<file path="src/rtl/tof_pkg.sv">
// Shared types and constants for the timed opacity fade engine.
`timescale 1ns / 1ps
`default_nettype none

package tof_pkg;

  localparam int unsigned LEVEL_W = 8;
  localparam int unsigned TIME_W  = 32;
  localparam int unsigned LEN_W   = 31;
  localparam int unsigned COMP_W  = 16;
  localparam int unsigned KIND_W  = 2;

  // Command kinds
  localparam logic [KIND_W-1:0] KIND_TICK   = 2'd0;
  localparam logic [KIND_W-1:0] KIND_TARGET = 2'd1;
  localparam logic [KIND_W-1:0] KIND_MASTER = 2'd2;

  localparam logic [LEVEL_W-1:0] MASTER_RESET = 8'd255;

  typedef struct packed {
    logic [KIND_W-1:0]  kind;
    logic [TIME_W-1:0]  now;
    logic [LEVEL_W-1:0] target_level;
    logic [LEN_W-1:0]   fade_length;
    logic [LEVEL_W-1:0] master_level;
  } cmd_t;

  typedef struct packed {
    logic [LEVEL_W-1:0] level;
    logic [COMP_W-1:0]  composite;
    logic               fading;
  } res_t;

endpackage

`default_nettype wire

</file>
<file path="src/rtl/timed_opacity_fade.sv">
// Linear opacity fade engine with a serial divider for tick interpolation.
// Path: set-target, master and idle ticks go from accept straight to S_FIN; a tick
//   that ends a fade passes S_CMP first, an interpolating one S_CMP, S_MUL, S_DIV (40 divide steps), S_APPLY.
// Throughput: one command at a time; cmd_stall is high until the result is loaded.
//   The 40-step restoring divider sets the tick cost.
// Reset: rst (synchronous) gives level 0, master 255, no fade running, no result.
`timescale 1ns / 1ps
`default_nettype none

module timed_opacity_fade (
  input  wire logic            clk,
  input  wire logic            rst,
  input  wire logic            cmd_valid,
  output logic                 cmd_stall,
  input  wire tof_pkg::cmd_t   cmd,
  output logic                 res_valid,
  input  wire logic            res_stall,
  output tof_pkg::res_t        res
);

  import tof_pkg::*;

  localparam int unsigned PROD_W = TIME_W + LEVEL_W;
  localparam int unsigned CNT_W  = $clog2(PROD_W);

  typedef enum logic [5:0] {
    S_IDLE  = 6'b000001,
    S_CMP   = 6'b000010,
    S_MUL   = 6'b000100,
    S_DIV   = 6'b001000,
    S_APPLY = 6'b010000,
    S_FIN   = 6'b100000
  } state_t;

  state_t              state;

  // Architectural fade state
  logic [LEVEL_W-1:0]  current_level;
  logic [LEVEL_W-1:0]  master;
  logic [LEVEL_W-1:0]  fade_from;
  logic [LEVEL_W-1:0]  fade_to;
  logic [LEN_W-1:0]    fade_time;
  logic [TIME_W-1:0]   fade_begin;

  // Datapath registers for the tick interpolation
  logic [TIME_W-1:0]   elapsed;
  logic [TIME_W-1:0]   elapsed_mag;
  logic [LEVEL_W-1:0]  delta_mag;
  logic                step_neg;
  logic [PROD_W-1:0]   dvd;
  logic [LEN_W-1:0]    rem;
  logic [LEVEL_W-1:0]  quot;
  logic [CNT_W-1:0]    count;

  logic                cmd_take;
  logic                res_free;
  logic [LEVEL_W:0]    delta;
  logic [LEN_W+1:0]    trial;
  logic [LEVEL_W-1:0]  step;

  assign cmd_stall = (state != S_IDLE);
  assign cmd_take  = cmd_valid && (state == S_IDLE);
  assign res_free  = !res_valid || !res_stall;

  // Signed difference of the fade end points
  assign delta = {1'b0, fade_to} - {1'b0, fade_from};

  // One restoring divide step: shifted remainder minus the fade length
  assign trial = {1'b0, rem, dvd[PROD_W-1]} - {2'b00, fade_time};

  // Signed step, kept to its low byte
  assign step = step_neg ? (LEVEL_W'(0) - quot) : quot;

  always_ff @(posedge clk) begin
    if (rst) begin
      state         <= S_IDLE;
      res_valid     <= 1'b0;
      current_level <= '0;
      master        <= MASTER_RESET;
      fade_from     <= '0;
      fade_to       <= '0;
      fade_time     <= '0;
      fade_begin    <= '0;
    end else begin
      // Result beat leaves when the sink takes it; S_FIN reloads it itself
      if (res_valid && !res_stall && state != S_FIN) begin
        res_valid <= 1'b0;
      end

      case (state)
        S_IDLE: begin
          if (cmd_take) begin
            state   <= (cmd.kind == KIND_TICK && fade_time != '0) ? S_CMP : S_FIN;
            elapsed <= cmd.now - fade_begin;
            case (cmd.kind)
              KIND_TICK: begin
                // interpolation runs from S_CMP while a fade is active
              end
              KIND_TARGET: begin
                if (fade_time != '0 && fade_to == cmd.target_level &&
                    fade_time == cmd.fade_length) begin
                  // same fade already running: no change
                end else if (cmd.target_level == current_level) begin
                  fade_to   <= cmd.target_level;
                  fade_time <= '0;
                end else begin
                  fade_begin <= cmd.now;
                  fade_time  <= cmd.fade_length;
                  fade_from  <= current_level;
                  fade_to    <= cmd.target_level;
                  if (cmd.fade_length == '0) begin
                    current_level <= cmd.target_level;
                  end
                end
              end
              KIND_MASTER: begin
                master <= cmd.master_level;
              end
              default: begin
                // unused kind: state unchanged
              end
            endcase
          end
        end

        // Fade over, or set up magnitudes for the interpolation
        S_CMP: begin
          if (!elapsed[TIME_W-1] && (elapsed[LEN_W-1:0] >= fade_time)) begin
            current_level <= fade_to;
            fade_time     <= '0;
            state         <= S_FIN;
          end else begin
            elapsed_mag <= elapsed[TIME_W-1] ? (TIME_W'(0) - elapsed) : elapsed;
            delta_mag   <= delta[LEVEL_W] ? LEVEL_W'(~delta + 1'b1) : delta[LEVEL_W-1:0];
            step_neg    <= elapsed[TIME_W-1] ^ delta[LEVEL_W];
            state       <= S_MUL;
          end
        end

        // Exact product |elapsed| * |delta|
        S_MUL: begin
          dvd   <= PROD_W'(elapsed_mag) * PROD_W'(delta_mag);
          rem   <= '0;
          quot  <= '0;
          count <= CNT_W'(PROD_W - 1);
          state <= S_DIV;
        end

        // Restoring division, one quotient bit per cycle
        S_DIV: begin
          dvd  <= {dvd[PROD_W-2:0], 1'b0};
          quot <= {quot[LEVEL_W-2:0], ~trial[LEN_W+1]};
          if (!trial[LEN_W+1]) begin
            rem <= trial[LEN_W-1:0];
          end else begin
            rem <= {rem[LEN_W-2:0], dvd[PROD_W-1]};
          end
          count <= count - 1'b1;
          if (count == '0) begin
            state <= S_APPLY;
          end
        end

        S_APPLY: begin
          current_level <= fade_from + step;
          state         <= S_FIN;
        end

        // Load the result register once it is free
        S_FIN: begin
          if (res_free) begin
            res_valid     <= 1'b1;
            res.level     <= current_level;
            res.composite <= COMP_W'(master) * COMP_W'(current_level);
            res.fading    <= (fade_time != '0);
            state         <= S_IDLE;
          end
        end

        default: begin
          state <= S_IDLE;
        end
      endcase
    end
  end

endmodule

`default_nettype wire
</file>
<file path="config.mk">
export PLATFORM = sky130hd
export DESIGN_NAME = timed_opacity_fade
export DESIGN_NICKNAME = d
export VERILOG_FILES = /design/src/rtl/tof_pkg.sv /design/src/rtl/timed_opacity_fade.sv
export SDC_FILE = /design/constraint.sdc
export NUM_CORES = 1
export LEC_CHECK = 0
export BUFFER_PORTS_ARGS = -buffer_cell sky130_fd_sc_hd__buf_4
export CORE_MARGIN = 1
export CORE_UTILIZATION = 50
export DETAILED_ROUTE_END_ITERATION = 8
export PLACE_DENSITY_LB_ADDON = 0.3
export SLEW_MARGIN = 0
export SYNTH_ARGS = -nofsm -noshare
export SYNTH_HDL_FRONTEND = slang
export SYNTH_SLANG_ARGS = --single-unit
</file>
<file path="constraint.sdc">
create_clock -name clk -period 9.7 [get_ports clk]
set_input_delay 0 -clock clk [delete_from_list [all_inputs] [get_ports clk]]
set_output_delay 0 -clock clk [all_outputs]
set_load 0.02 [all_outputs]
</file>
After elaboration in Yosys (flattened, before gate mapping)
Index checks and enable logic that the tools add are counted.

Add/sub/neg operators: 8. Magnitude comparators: 1. Eq/ne operators: 21. Mux-type cells: 30. Multipliers: 2. Bitwise operators: 7. Reduce and logical (&&, ||, !) cells: 28.

Operators by type and width (count): 31-bit two-way mux (7); 31-bit one-hot mux with 2 select lines (2); 40-bit one-hot mux with 2 select lines (1); 8-bit two-way mux (8); 32-bit by 8-bit multiplier with 40-bit output (1); 6-bit one-hot mux with 6 select lines (1); 32-bit by 31-bit subtractor with 33-bit output (1); 1-bit by 32-bit subtractor with 32-bit output, first input constant (1); 32-bit subtractor (1); 31-bit == test (1); 31-bit greater-or-equal comparator (1); 31-bit zero test (1); 31-bit nonzero test (1); 6-bit two-way mux (5); 8-bit one-hot mux with 3 select lines (1); 8-bit == test (2); 8-bit by 8-bit multiplier with 16-bit output (1); 8-bit one-hot mux with 2 select lines (1); 3-bit AND reduction (5); 2-bit != test, second input constant (6); 6-bit one-hot mux with 2 select lines (1); 5-bit AND reduction (2); 8-bit by 8-bit subtractor with 9-bit output (1); 8-bit by 1-bit adder with 8-bit output, second input constant (1); 28 further kinds (44).

Input port bits: 85. Word-level logic and storage cells: 117. Output and inout bits: 27. Bits in registers: 285.

Longest topological paths before layout
Gate-level depths: netlist (run 1).

Word-level depth: 7. Gate-level depth with buffers: 22. Depth with buffers taken out: 20.

Worst setup path after synthesis (run 1)
No wires, ideal clock.

Kind: register -> register. From: reg state[5]. To: reg count[0], enable pin. Cell stages (with the launch flop): 3. Library setup time: 633 ps. Data required time: 9067 ps. Period minus slack after synthesis: 7398 ps. Path slack: 2302 ps. Arrival: 6766 ps. Buffers on the path: 0. Cell sequence: dfxtp_1 -> or4_1 -> nor3_1.

Cells in the longest elaborated chain, start to end: 3. Elaborated cells on any way between the ends: 4. Those cells by class: eq/ne (2); reduce/logical (2).

RTL lines: start, declared (line timed_opacity_fade.sv:35) `state_t state;`; start signal, assigned (line timed_opacity_fade.sv:93) `state <= (cmd.kind == KIND_TICK && fade_time != '0) ? S_CMP : S_FIN;`; 6-bit by 4-bit == test with 1-bit output / 6-bit by 3-bit == test with 1-bit output (equally long branches) (line timed_opacity_fade.sv:90) `case (state)`; 2-bit nonzero test (no source line) (*); 2-bit AND reduction (no source line) (*); end signal, assigned (line timed_opacity_fade.sv:145) `count <= CNT_W'(PROD_W - 1);`; end signal, assigned (line timed_opacity_fade.sv:158) `count <= count - 1'b1;`; end, declared (line timed_opacity_fade.sv:53) `logic [CNT_W-1:0] count;`.

Every way passes the cells marked *; elsewhere a longest branch is shown, timed or not. A chain may end at the register's enable or synchronous reset.

Worst setup path in the final report (run 1)
From: reg delta_mag[2]. To: reg dvd[38], data pin.

Cells in the longest elaborated chain, start to end: 2.

RTL lines: start, declared (line timed_opacity_fade.sv:48) `logic [LEVEL_W-1:0] delta_mag;`; start signal, assigned (line timed_opacity_fade.sv:134) `delta_mag <= delta[LEVEL_W] ? LEVEL_W'(~delta + 1'b1) : delta[LEVEL_W-1:0];`; 32-bit by 8-bit multiplier with 40-bit output (line timed_opacity_fade.sv:142) `dvd <= PROD_W'(elapsed_mag) * PROD_W'(delta_mag);`; 40-bit one-hot mux with 2 select lines (line timed_opacity_fade.sv:90); end signal, assigned (line timed_opacity_fade.sv:142); end signal, assigned (line timed_opacity_fade.sv:151) `dvd <= {dvd[PROD_W-2:0], 1'b0};`; end, declared (line timed_opacity_fade.sv:50) `logic [PROD_W-1:0] dvd;`.

Every way passes these cells.

==> run summary, run 1 <==
For the effective utilization at floorplan, the log shows 0.509. Clock tree synthesis selected as its root buffer the cell sky130_fd_sc_hd__clkbuf_16. Top cell type's share of synthesized area: 0.210. The post-synthesis async set-or-reset flop share was 0. sky130_fd_sc_hd__edfxtp_1 takes more of the synthesized area than any other cell.

After synthesis the netlist holds a flip-flop and latch count of 285. The number of antenna violations at the first check in global routing was 0. At the end of routability-driven placement, the weighted congestion stood at 0.921. In the post-synthesis netlist, the biggest area contributors are sky130_fd_sc_hd__edfxtp_1 21%, sky130_fd_sc_hd__fa_1 17%, sky130_fd_sc_hd__ha_1 10%. For this block, the via count after detailed routing is 20400. The tree built by TritonCTS fans out to 285 sinks. The pin count of the biggest net entering global routing is 64, and the switching part of the total power is 0.290. The run finished with clean final reports.

Source of the worst register-to-register timing path: delta_mag[2]. For the global routing usage on met2, the log shows 0.440. The sequential element share of the synthesized area is 0.288. The tools report the worst hold endpoint as fade_begin[16]. The maximum achievable frequency is 0.146 GHz, and the net total in the final layout is 3471. The synthesized-area fraction occupied by xor and xnor cells was 0.0645; the maximum net fanout on the critical path was 32. Number of detailed-routing iterations run before antenna repair: 5.

The area of the die was 53300 um^2. The sequential group share of total power came out at 0.402. The class of the most critical setup path was reg2reg.

The total track usage came out at 0.255. The total power divided by cell area was 116 nW/um^2. When the netlist entered floorplanning its net count stood at 3289. Counting cells, the worst reg-to-reg path comes to 18. The post-route fraction of the period consumed by the critical path came out at 0.705. Clock latency on the worst-skew pair, taken at its later pin, is 580 ps. After global routing the overflow that remains totals 0. The core region is 51500 um^2.

The number of cells on the worst hold path was 4. The logs give 0.584 for the share of the core filled with cells in the final layout and 0 for the antenna diode count. TritonCTS built the clock tree. The number of top-level pins is 112. The internal power of the cells totals 2.48 mW. The tools report the number of routed nets with antenna violations as 0.

The tools report the number of hold-repair buffers added at the cts stage as 118. The tools report the total negative slack for setup checks as 0 ps. The count of max-cap constraint violations came out at 0.

Data on the critical path is required at its endpoint by 9980 ps. The mean number of vias per cell was 5.57; the net switching power figure was 1.02 mW. For the finished layout, the period the worst path requires is 6840 ps. The number of flops mapped to enable cells by yosys was 183. The tools report the element type at the critical path end as a register. For the standby leakage power, the log shows 13.0 nW. The number of buffers created by CTS came out at 36.

The finished layout holds 3665 standard cells, fillers aside. Adder-cell share of the synthesized area: 0.268. In this run the cell area measured after placement is 27700 um^2. Summing all non-filler instances in the final layout gives an area of 30100 um^2.

By count the netlist is led by 351 x sky130_fd_sc_hd__inv_1, 243 x sky130_fd_sc_hd__and2_1, 230 x sky130_fd_sc_hd__nor2_1. In this run the most used layer during global routing was met2. Across all setup checks in the final design, the least slack found is 2860 ps. The path class of the lowest-slack min-delay path is in2reg. Fraction of final layout cells sized beyond drive strength 1: 0.0693. The run gives 3481 as the number of instances in the placed design. The flip-flop cell with the highest count after synthesis is sky130_fd_sc_hd__edfxtp_1.

Setup violations remaining at the end of the flow were counted as 0. Wires add up to 65900 um. Averaged over all synthesized cells, the footprint is 9.44 um^2. The clock-pin slew reported for the worst setup and hold paths after clock tree synthesis works out to 60 ps. Met3 global-route usage: 0.0310. The logs give 0.199 for the combinational cell fraction of total power and 1345 for the DRC violation total after the first TritonRoute iteration.

The via count of the first global-routing pass was 21300; the die width was 231 um. The proportion of power drawn by the clock network is 0.399, and the HPWL after detailed placement is 49400 um. For the worst slew slack as a fraction of its limit, the log shows 0.214. The combinational family with the most area after synthesis is adder cells. Dividing the detail-routed wire length by the instance count gives 18.0 um.

The total of cells resized after clock tree synthesis came out at 0. The simple-gate portion of the synthesized area works out to 0.167. Gate count of the mapped netlist: 2775. Yosys mapped the design onto 73 distinct sky130hd cell types. The combined area of all synthesized cells is 26200 um^2, and the register-to-register setup slack is 2860 ps. Overall power consumption after layout is estimated at 3.50 mW. Before CTS, the worst setup slack after placement is 2950 ps. The hold violation total from the final report was 0.

The run gives 0.328 as the met1 track demand over resource. Post-synthesis compound-gate area fraction: 0.119. The die is 231 um tall. The first-pass GRT wire length was 109000 um. The worst hold path begins at cmd[63].

The row count was 83. After clock tree synthesis, the setup repair step added 0 buffers. Relative to the synthesized area, the layout overhead comes to 14.7%. The most common cell in the synthesized netlist is sky130_fd_sc_hd__inv_1. The share of cell area taken by muxes after synthesis came out at 0.0284.

The worst setup path is launched from a register. The transition time of the tightest slew-check pin came out at 1180 ps. Setup repair after global routing left no endpoint under its margin.

For the worst clock skew, the log shows 33.3 ps. The DRC violation count after routing came out at 0. For the worst setup path, the data arrival time is 7120 ps.

The worst-case IR drop observed on VDD is 123 uV. The number of port buffers is 111, and the H-tree depth reported by CTS is 2. The tools report the number of max-slew violations in the final report as 0.

The run gives 3 as the number of buffers on the longest clock path. The worst flop-to-flop path endpoint is dvd[38]. On the final layout, the worst hold slack is 224 ps. The number of warnings printed during yosys synthesis was 0.
## cells by family (layout without fill, tap and decap cells)
logic type                 after synthesis  in the layout
buffers and inverters                  451            661
AOI/OAI and AO/OA                      474            474
xor gates and xnor gates               193            193
adders and majority gates              429            429
DFF                                    285            285
muxes                                   74             74
and+or+nand+nor                        869            869
## worst max path at each step
stage | cells past startpoint | slack [ps] | end | startpoint
after floorplan | 2 | 2300 | count[0] | state[5]
after global placement | 18 | 3110 | dvd[38] | delta_mag[2]
after detailed placement | 18 | 2950 | dvd[38] | delta_mag[2]
after CTS | 18 | 2940 | dvd[39] | delta_mag[2]
after global routing | 18 | 2480 | dvd[39] | delta_mag[2]
final | 18 | 2860 | dvd[38] | delta_mag[2]
## critical path: stages (launching register included)
cell and delay (ps):
sky130_fd_sc_hd__edfxtp_1 1060, sky130_fd_sc_hd__and2_1 260, sky130_fd_sc_hd__fa_1 440, sky130_fd_sc_hd__fa_1 500, sky130_fd_sc_hd__fa_1 570, sky130_fd_sc_hd__inv_1 60, sky130_fd_sc_hd__fa_1 530, sky130_fd_sc_hd__inv_1 40
sky130_fd_sc_hd__ha_1 400, sky130_fd_sc_hd__nand4_1 170, sky130_fd_sc_hd__nor4_1 260, sky130_fd_sc_hd__a211oi_1 160, sky130_fd_sc_hd__o21a_1 260, sky130_fd_sc_hd__o31ai_1 780, sky130_fd_sc_hd__a21oi_1 280, sky130_fd_sc_hd__o21ai_0 380
sky130_fd_sc_hd__a221oi_1 170, sky130_fd_sc_hd__xor2_1 140, sky130_fd_sc_hd__o21ai_0 80
## area by class of cell
class / count / area, um^2
multi-input combinational: 2039 / 17000
tap: 680 / 851
clock buffer: 44 / 951
timing repair buffer: 244 / 2130
fill: 4382 / 21400
inverter: 351 / 1320
sequential: 285 / 7540
clock inverter: 22 / 284
## state kept, by name, summed over array words and instances, names as in the netlist, 25 cells and up
name / flops
elapsed: 32
elapsed_mag: 32
res: 25
dvd: 40
fade_time: 31
fade_begin: 32
rem: 31
## power groups by stage
stage / clock [mW] / combinational (mW) / sequential [mW]
final: 1.40 / 0.696 / 1.41
after CTS: 1.42 / 0.691 / 1.41
after floorplan: 0 / 0.471 / 1.41
after global routing: 1.46 / 0.774 / 1.41
after detailed placement: 0 / 0.645 / 1.43
after global placement: 0 / 0.627 / 1.43
## metal layers
layer | up-vias | part of all wire
met1 | 10000 | 0.42
met3 | 125 | 0.057
met5 | - | 0
met4 | 0 | 0.032
met2 | 603 | 0.49
li1 | 9692 | -
## cell usage in the layout, fill, tap and decap left out, drive strengths merged, types with 5 or more instances in the layout
cell type and count:
a21o 70, mux2i 72, nand3 27, buf 126
clkbuf 44, nor2b 27, xnor2 104, nor2 230
fa 220, o21bai 16, inv 352, a211oi 27
a21boi 5, edfxtp 183, or4 9, a211o 11
o211ai 5, o21a 17, a22oi 31, and2 243
nor4 32, a21oi 126, clkinv 13, o31ai 15
nand2b 17, a221oi 12, ha 209, o41ai 9
and3 15, a31oi 10, xor2 89, o21ai 91
dfxtp 102, dlygate4sd3 118, nand2 189, nand3b 8
nor3 27, or3 6, nand4 20
(Power assumes the default switching activity.)
==> inputs of run 2 (changes only) <==
==> constraint.sdc (replaced) <==
create_clock -name clk -period 6.8 [get_ports clk]
set_input_delay 0 -clock clk [delete_from_list [all_inputs] [get_ports clk]]
set_output_delay 0 -clock clk [all_outputs]
set_load 0.02 [all_outputs]
==> run summary, run 2 (synthesis results as in run 1) <==
The wire length per cell came out at 18.2 um (+1.1%). The sequential group share of total power is 0.405 (+0.003). The run gives 0.259 (+0.00432) as the total track usage.

The worst supply voltage drop on vdd was 195 uV (+59%). The run gives 3.52 mW (+42%) as the design internal power. The flip-flop count of the largest register, all copies and words added works out to 40 (unchanged). The count of max-cap constraint violations is 0 (unchanged), and the share of the core filled with cells in the final layout is 0.592 (+0.00821). The pin count of the biggest net entering global routing is 61 (-4.7%), and the post-route fraction of the period consumed by the critical path is 0.949 (+0.244).

The total power divided by cell area was 163 nW/um^2 (+40%); the die width was 231 um (unchanged). The final critical-path required period was 6450 ps (-388 ps). The logs give 0.205 (+0.006) for the combinational cell fraction of total power and 13.3 nW (+2.4%) for the standby leakage power. The number of max-slew violations in the final report was 0 (unchanged); the proportion of power drawn by the clock network was 0.390 (-0.009).

The DRC violation total after the first TritonRoute iteration was 1415 (+5.2%). Class of the most critical setup path: reg2reg. Fraction of final layout cells sized beyond drive strength 1: 0.0722 (+0.00284). Routed wire length: 67400 um (+2.4%). The run gives 7080 ps (-2900 ps) as the data required time of the worst path. The effective utilization at floorplan was 0.509 (unchanged); the number of detailed-routing iterations run before antenna repair was 7 (+2). The total setup violations reported at the end of the flow was 0 (unchanged); the number of routed nets with antenna violations was 0 (unchanged). The tools report the H-tree depth reported by CTS as 2 (unchanged). The tools report the clock latency of the later-clocked register in the worst-skew pair as 570 ps (about the same). The DRC violation count after routing was 0 (unchanged); the maximum net fanout on the critical path was 21 (-34%).

The element type at the critical path end is a register. Cell type group with the largest total delay on the critical path: adder cells. The core area was 51500 um^2 (unchanged); the number of buffer and inverter instances along the worst setup path was 3 (+1). The logs give 4.96 mW (+42%) for the total power draw and 6730 ps (-390 ps) for the data arrival time of the worst path. For the number of instances in the placed design, the log shows 3492 (+0.32%). The TritonCTS sink count is 285 (unchanged). The total congestion overflow after global routing is 0 (unchanged). Hold violation total from the final report: 0 (unchanged).

The switching part of the total power works out to 0.290 (about the same). The worst clock skew is 30.0 ps (-3.28 ps), and the vertical die dimension is 231 um (unchanged). TritonCTS built the clock tree. The slowest stage of the critical path is the sky130_fd_sc_hd__edfxtp_1 cell. The maximum achievable frequency was 0.155 GHz (+6.0%). The number of buffers on the longest clock path is 3 (unchanged), and the net switching power figure is 1.44 mW (+42%).

The clock-pin slew reported for the worst setup and hold paths after clock tree synthesis works out to 60 ps (about the same). The number of antenna violations at the first check in global routing was 1 (+1). The first-pass GRT wire length came out at 111000 um (+1.8%).

The tools report the worst slew slack as a fraction of its limit as 0.264 (+0.0497). The mean number of vias per cell was 5.62 (+0.79%); the area growth from synthesis to final layout was 16.4%. The weighted congestion reported at the end of routability-driven placement was 0.927 (+0.61%). The path class of the lowest-slack min-delay path was in2reg. The run finished with clean final reports.

Transition time of the tightest slew-check pin: 1100 ps (-79.3 ps). Counting flops per register, the top entry is dvd. The signal on the critical path passes through and2_1 > fa_1 > fa_1 > fa_1 > inv_1 > fa_1 > inv_1 > ha_1 > a21oi_1 > o21ai_0 > a211oi_1 > o21a_1 > o31ai_1 > buf_4 > a21oi_1 > o21ai_0 > a221oi_1 > xor2_1 > o21ai_0. The number of port buffers is 111 (unchanged), and the area of the die is 53300 um^2 (unchanged). The via count of the first global-routing pass is 21700 (+1.7%).

Number of buffers created by CTS: 36 (unchanged). The top cell types in the final layout, fill and taps aside, are 351 x sky130_fd_sc_hd__inv_1, 243 x sky130_fd_sc_hd__and2_1, 229 x sky130_fd_sc_hd__nor2_1, 220 x sky130_fd_sc_hd__fa_1, 209 x sky130_fd_sc_hd__ha_1. Most common library cell in the layout ignoring fill and taps: sky130_fd_sc_hd__inv_1. Setup repair after global routing left no endpoint under its margin.

The antenna diode count came out at 0 (unchanged). The cell seen most often among critical-path stages was sky130_fd_sc_hd__fa_1. The longest individual stage delay on the worst path works out to 690 ps (-370 ps). The tools report the non-filler instance count after layout as 3714 (+1.3%). The tools report the net total in the final layout as 3520 (+1.4%). The kind of launch point of the worst setup path is a register. The logs give 0 (unchanged) for the total of cells resized after clock tree synthesis and 20900 (+2.1%) for the vias after detailed routing. The total negative slack for setup checks came out at 0 ps (unchanged). The tree is rooted in a sky130_fd_sc_hd__clkbuf_16.

The logs give 83 (unchanged) for the row count and 112 (unchanged) for the number of top-level pins. The run gives 50100 um (+1.6%) as the HPWL after detailed placement.
run 2: cell types whose count changed in the layout (fill, tap and decap cells not counted), moves of 2 or more:
cell,delta
sky130_fd_sc_hd__buf_4,+11
sky130_fd_sc_hd__clkbuf_1,+2
sky130_fd_sc_hd__clkinv_2,+4
sky130_fd_sc_hd__clkinvlp_4,-2
sky130_fd_sc_hd__dlygate4sd3_1,+36
run 2: path summary, 6_finish.rpt:
check,end,slack [ps],from,cells past startpoint
hold / removal,fade_from[0],250,cmd[80],6
setup / recovery,dvd[38],350,delta_mag[4],19
hold reg to reg,dvd[3],510,dvd[2],2
setup reg to reg,dvd[38],350,delta_mag[4],19
run 2: per-stage QoR:
| stage | area [um^2] | setup slack, ps | hold WS [ps] |
|---|---|---|---|
| 2_1_floorplan | 26200 | 1430 | 118 |
| 3_3_place_gp | 27700 | 461 | 208 |
| 3_5_place_dp | 27700 | 285 | 208 |
| 4_1_cts | 30500 | 277 | 223 |
| 5_1_grt | 30500 | 44.2 | 286 |
| 6_report | 30500 | 346 | 254 |
run 2: timing repair:
action / in CTS / in global routing
buffers inserted: 0 / 2
hold buffers: 154 / 0
endpoints found under the hold margin: 114 / 0
endpoints found under the setup margin: 0 / 3
run 2: area by class of cell:
type | count | area [um^2]
clock buffers | 45 | 956
multi-input cells | 2039 | 17000
repair buffers | 293 | 2590
clock inverters | 21 | 228
flip-flops and latches | 285 | 7540
well taps | 680 | 851
fillers | 4310 | 21000
inverters | 351 | 1320
run 2: power by group through the flow:
stage                     sequential, mW  combinational [mW]  clock (mW)
after detailed placement            2.04               0.927           0
final                               2.01                1.02        1.93
after floorplan                     2.01               0.672           0
after global placement              2.04               0.898           0
after global routing                2.01                1.12        2.03
after CTS                           2.00                1.00        1.97
run 2: worst reg2reg max path, stage by stage (launching register included):
cell	delay [ps]
sky130_fd_sc_hd__edfxtp_1	690
sky130_fd_sc_hd__and2_1	310
sky130_fd_sc_hd__fa_1	560
sky130_fd_sc_hd__fa_1	440
sky130_fd_sc_hd__fa_1	550
sky130_fd_sc_hd__inv_1	50
sky130_fd_sc_hd__fa_1	520
sky130_fd_sc_hd__inv_1	50
sky130_fd_sc_hd__ha_1	380
sky130_fd_sc_hd__a21oi_1	180
sky130_fd_sc_hd__o21ai_0	110
sky130_fd_sc_hd__a211oi_1	680
sky130_fd_sc_hd__o21a_1	260
sky130_fd_sc_hd__o31ai_1	90
sky130_fd_sc_hd__buf_4	160
sky130_fd_sc_hd__a21oi_1	270
sky130_fd_sc_hd__o21ai_0	230
sky130_fd_sc_hd__a221oi_1	380
sky130_fd_sc_hd__xor2_1	170
sky130_fd_sc_hd__o21ai_0	90
run 2: routing by layer:
| metal | global-route usage | share of wire | vias to the layer above |
|---|---|---|---|
| li1 | - | - | 9807 |
| met1 | 0.331 | 0.43 | 10200 |
| met2 | 0.447 | 0.48 | 731 |
| met3 | 0.0346 | 0.058 | 169 |
| met4 | 0.0956 | 0.035 | 2 |
| met5 | 0 | 0.00019 | - |
